File: config.mk
export PLATFORM = sky130hd
export DESIGN_NAME = bt_mul_cell
export DESIGN_NICKNAME = d
export VERILOG_FILES = /design/src/hdl/bt_pkg.sv /design/src/hdl/bt_mul_cell.sv
export SDC_FILE = /design/constraint.sdc
export NUM_CORES = 2
export LEC_CHECK = 0
export BUFFER_PORTS_ARGS = -buffer_cell sky130_fd_sc_hd__buf_2
export CAP_MARGIN = 20
export CORE_AREA = 8 8 738 740
export CTS_CLUSTER_SIZE = 28
export DETAILED_ROUTE_END_ITERATION = 8
export DIE_AREA = 0 0 746 748
export GPL_TIMING_DRIVEN = 0
export PLACE_DENSITY = 0.37
export SLEW_MARGIN = 20
export SYNTH_ARGS = -nofsm -noshare
export SYNTH_HDL_FRONTEND = slang
export SYNTH_SLANG_ARGS = --single-unit
File: constraint.sdc
create_clock -name i_clk -period 7.67 [get_ports i_clk]
set_clock_uncertainty 0.05 [all_clocks]
set_input_delay 0 -clock i_clk [delete_from_list [all_inputs] [get_ports i_clk]]
set_output_delay 0 -clock i_clk [all_outputs]
set_load 0.02 [all_outputs]
File: src/hdl/bt_pkg.sv
// ----------------------------------------------------------------------------
// bt_pkg: shared types and constants for the modular product pipeline
// Holds operand widths, register indexes and the stage control struct.
// ----------------------------------------------------------------------------
package bt_pkg;

    // raw operand width: every input value is two 64-bit halves
    localparam int unsigned SRC_WIDTH   = 128;
    localparam int unsigned HALF_WIDTH  = 64;
    localparam int unsigned DEF_MOD_WIDTH = 128;

    // configuration register indexes
    localparam logic REG_MOD_LOW  = 1'b0;
    localparam logic REG_MOD_HIGH = 1'b1;

    // control travelling with each transaction along the chain
    typedef struct packed {
        logic valid;
        logic zero_mod;
    } t_ctl;

endpackage

File: src/hdl/bt_mul_cell.sv
// ----------------------------------------------------------------------------
// bt_mul_cell: one step of the double-and-add modular multiply
// Two lanes (x*y and a*b); each takes the top multiplier bit, doubles the
// accumulator and adds the multiplicand, then folds back below p.
// ----------------------------------------------------------------------------
module bt_mul_cell
    import bt_pkg::*;
#(
    parameter int unsigned MOD_WIDTH = DEF_MOD_WIDTH
) (
    input  logic                          i_clk,
    input  logic                          i_rst_n,
    input  logic                          i_en,
    input  logic [MOD_WIDTH-1:0]          i_p,
    input  t_ctl                          i_ctl,
    input  logic [1:0][MOD_WIDTH-1:0]     i_mcand,
    input  logic [1:0][SRC_WIDTH-1:0]     i_mplier,
    input  logic [1:0][MOD_WIDTH-1:0]     i_acc,
    input  logic [MOD_WIDTH-1:0]          i_c,
    output t_ctl                          o_ctl,
    output logic [1:0][MOD_WIDTH-1:0]     o_mcand,
    output logic [1:0][SRC_WIDTH-1:0]     o_mplier,
    output logic [1:0][MOD_WIDTH-1:0]     o_acc,
    output logic [MOD_WIDTH-1:0]          o_c
);

    t_ctl                      r_ctl;
    logic [1:0][MOD_WIDTH-1:0] r_mcand;
    logic [1:0][SRC_WIDTH-1:0] r_mplier;
    logic [1:0][MOD_WIDTH-1:0] r_acc;
    logic [MOD_WIDTH-1:0]      r_c;
    logic [1:0][MOD_WIDTH-1:0] n_acc;

    // t = 2*acc + bit*mcand < 3p; subtract 0, p or 2p
    always_comb begin
        logic [MOD_WIDTH+1:0] t;
        logic [MOD_WIDTH+1:0] p1;
        logic [MOD_WIDTH+1:0] p2;
        p1 = {2'b00, i_p};
        p2 = {1'b0, i_p, 1'b0};
        for (int k = 0; k < 2; k++) begin
            t = {1'b0, i_acc[k], 1'b0}
                + (i_mplier[k][SRC_WIDTH-1] ? {2'b00, i_mcand[k]} : '0);
            if (t >= p2) begin
                t = t - p2;
            end else if (t >= p1) begin
                t = t - p1;
            end
            n_acc[k] = t[MOD_WIDTH-1:0];
        end
    end

    always_ff @(posedge i_clk) begin
        if (!i_rst_n) begin
            r_ctl <= '0;
        end else if (i_en) begin
            r_ctl <= i_ctl;
        end
    end

    always_ff @(posedge i_clk) begin
        if (i_en) begin
            r_mcand     <= i_mcand;
            r_mplier[0] <= {i_mplier[0][SRC_WIDTH-2:0], 1'b0};
            r_mplier[1] <= {i_mplier[1][SRC_WIDTH-2:0], 1'b0};
            r_acc       <= n_acc;
            r_c         <= i_c;
        end
    end

    assign o_ctl    = r_ctl;
    assign o_mcand  = r_mcand;
    assign o_mplier = r_mplier;
    assign o_acc    = r_acc;
    assign o_c      = r_c;

endmodule

==> results.json <==
{
  "status": "finished with violations",
  "violations": "negative setup slack",
  "ys_types": 110,
  "dp_slack_ns": -6.26,
  "synth.avg_cell_area_um2": 8.65,
  "hold_violations": 0,
  "worstMarginPinSlew_ns": 1.21,
  "grtUsageTotal_pct": 22.8,
  "rsz0062_at_grt": "yes",
  "holdWs_ns": 0.0193,
  "io_buffer_count": 1923,
  "grt_max_degree": 119,
  "finalNetCount": 14800,
  "hp-class": "in -> reg",
  "path_class": "in -> reg",
  "synth_edf_count": 894,
  "postPlaceCellArea_um2": 100000,
  "fin_util_pct": 24.0,
  "drtAntennaViolNets": 0,
  "wl_per_cell_um": 33.1,
  "antenna_found_initial": 360,
  "cts_buffer_depth": 4,
  "clock.fmax_mhz": 130,
  "drive_above_1_share_pct": 26.6,
  "dp_hpwl_um": 575000,
  "finalCriticalPeriod_ns": 7.69,
  "worst-r2r-cell-count": 3,
  "vias": 90700,
  "worstHoldStart": "i_acc[17]",
  "drv_cap": 0,
  "globalRouteOverflowTotal": 0,
  "cellPowerDensity_nw_per_um2": 257,
  "synthArstFlopShare_pct": 0,
  "synth-seq-cells": 896,
  "rr_endpoint": "o_ctl[1]$_SDFFE_PN0P_",
  "synthToLayoutAreaGrowth_pct": 57.6,
  "wl_um": 672000,
  "worst_slack_ns": -0.0201,
  "grt_pass1_wl_um": 866000,
  "vdd.ir_drop.worst_uv": 159,
  "multi_input_area_um2": 57000,
  "cellLeakagePower_nw": 53.5,
  "clk_pin_slew_ns": 0.05,
  "syn_area_um2": 81400,
  "fillers": 58900,
  "dp_cells": 18400,
  "cp_common_cell": "buf_4",
  "globalplace.congestion": 0.914,
  "synth-warning-count": 0,
  "die_height_um": 748,
  "worstPathRequired_ns": 8.21,
  "relSlewSlack_pct": 18.5,
  "core_um2": 534000,
  "first_iter_violations": 5709,
  "die_area_um2": 558000,
  "finalNonFillerCells": 20300,
  "hold_depth": 5,
  "cts_root_buf": "clkbuf_16",
  "hold_end": "o_acc[18]$_DFFE_PP_",
  "startpoint_type": "input port",
  "cts_buffers": 146,
  "reg2reg_from": "o_ctl[1]$_SDFFE_PN0P_",
  "vias_per_cell": 4.47,
  "num_rows": 269,
  "crit_path_max_incr_delay_ns": 0.61,
  "cp_slowest_cell": "dlygate4sd3_1",
  "endpoint_kind": "flip-flop",
  "cts_tree": "done",
  "grt_pass1_vias": 92100,
  "clock_sinks": 896,
  "crit_fanout": 7,
  "arrival_ns": 8.23,
  "postLayoutCellArea_um2": 128000,
  "ys_seq_area_share_pct": 33.0,
  "initial_core_util_pct": 15.2,
  "clk-insertion-delay-late_ns": 0.83,
  "synth_ff_type": "edfxtp_1",
  "r2r_setup_slack_ns": 6.48,
  "drc_errors": 0,
  "drt_pass1_iterations": 6,
  "maxSlewViolCount": 0,
  "die_x_um": 746,
  "h-tree-depth": 4,
  "regArea_um2": 26900,
  "syn_inst": 9404,
  "io_pins": 1927,
  "period_share_pct": 100,
  "setup_viol": 2
}
## layout make-up
class / instances / area share (%)
repair buffers: 3562 / 20.5
well taps: 7046 / 6.88
flip-flops and latches: 896 / 21.0
multi-input cells: 7632 / 44.5
clock inverters: 77 / 0.617
plain buffers: 401 / 2.12
inverters: 384 / 1.12
diodes: 142 / 0.277
clock buffers: 179 / 3.01
## registers in the layout, indices dropped and copies added (netlist names)
signal    cells
o_mcand     256
o_ctl         2
o_mplier    254
o_acc       256
o_c         128
## worst max-delay path, delay by kind of cell
family,cells,cell delay [ns]
simple gates,8,2.05
fa+ha+maj,2,0.71
mux,1,0.31
buf+inv,6,1.45
xor+xnor,2,0.27
compound gates,14,3.39
## through the flow
| step | total power, mW | TNS (ns) |
|---|---|---|
| after floorplan | 16.0 | 0 |
| after global placement | 23.6 | - |
| after detailed placement | 23.3 | -1399.04 |
| after CTS | 33.0 | -10.44 |
| after global routing | 34.7 | -0.945 |
| final | 33.0 | -0.0204 |
## worst max path at each step
stage / start / end
after floorplan: i_mplier[255] / o_acc[238]$_DFFE_PP_
after global placement: i_en / o_mcand[136]$_DFFE_PP_
after detailed placement: i_mplier[255] / o_acc[171]$_DFFE_PP_
after CTS: i_mplier[255] / o_acc[156]$_DFFE_PP_
after global routing: i_mplier[127] / o_acc[127]$_DFFE_PP_
final: i_mcand[16] / o_acc[127]$_DFFE_PP_
## metal layers
metal  wire (um)  vias to the layer above  global-route usage (%)  share of wire (%)
li1            -                    42200                       -                  -
met1      258000                    44500                    25.4                 38
met2      332000                     2984                    40.9                 49
met3       37800                      934                    4.82                5.6
met4       44000                      106                    11.8                6.5
met5         655                        -                       0              0.097
## cell usage after synthesis (293+ instances only)
master    number  area, um^2
inv_1        384        1440
o21ai_0      589        2950
clkbuf_1     399        1500
nand4_1      301        1880
a21oi_1     1129        5650
edfxtp_1     894       26800
xnor2_1      447        3920
nand2_1      924        3470
nor2_1       557        2090
ha_1         766        9580
a21o_1       463        3480
and2_1       293        1830
## logic make-up (layout without fill, tap and decap cells)
kind of cell | count (synthesis) | after routing | synth area share, %
xor gates and xnor gates | 736 | 736 | 7.92
AOI/OAI and AO/OA | 3267 | 3267 | 24.9
other | 1 | 144 | 0.00461
and+or+nand+nor | 2759 | 2759 | 16.6
muxes | 96 | 96 | 1.21
adders and majority gates | 772 | 772 | 11.9
buffers and inverters | 877 | 4603 | 4.42
DFF | 896 | 896 | 33.0
## placed cells by master, fill, tap and decap left out, types with 160 or more instances in the layout
cell type      Yosys  routed
nand4_1          301     301
xor2_1           289     235
xnor2_1          447     367
ha_1             766     662
dlygate4sd3_1      0    1309
inv_1            384     383
clkbuf_16          0     160
o21ai_0          589     478
buf_2             46    1939
a21oi_1         1129    1019
edfxtp_1         894     894
nand2_1          924     901
nor2_1           557     529
o21ai_1          213     185
buf_4             22     249
clkbuf_1         399     286
o21bai_1         198     192
and2_1           293     291
a21o_1           463     458
## repair_timing
item / CTS / global route
pin swaps: 209 / 131
endpoints found under the setup margin: 256 / 256
hold endpoints to repair: 917 / 2
hold buffers: 1318 / 2
resized for setup: 1144 / 350
setup buffers: 205 / 89
cloned: 11 / 4
## report_power, final
group / internal, mW / total (mW) / switching, mW / leakage, nW
Sequential: 6.46 / 6.69 / 0.230 / 8.76
Clock: 4.02 / 6.94 / 2.92 / 2.27
Combinational: 6.64 / 19.3 / 12.7 / 42.5
Total: 17.1 / 33.0 / 15.8 / 53.5
Note: power is estimated with default switching activity, not from simulation.
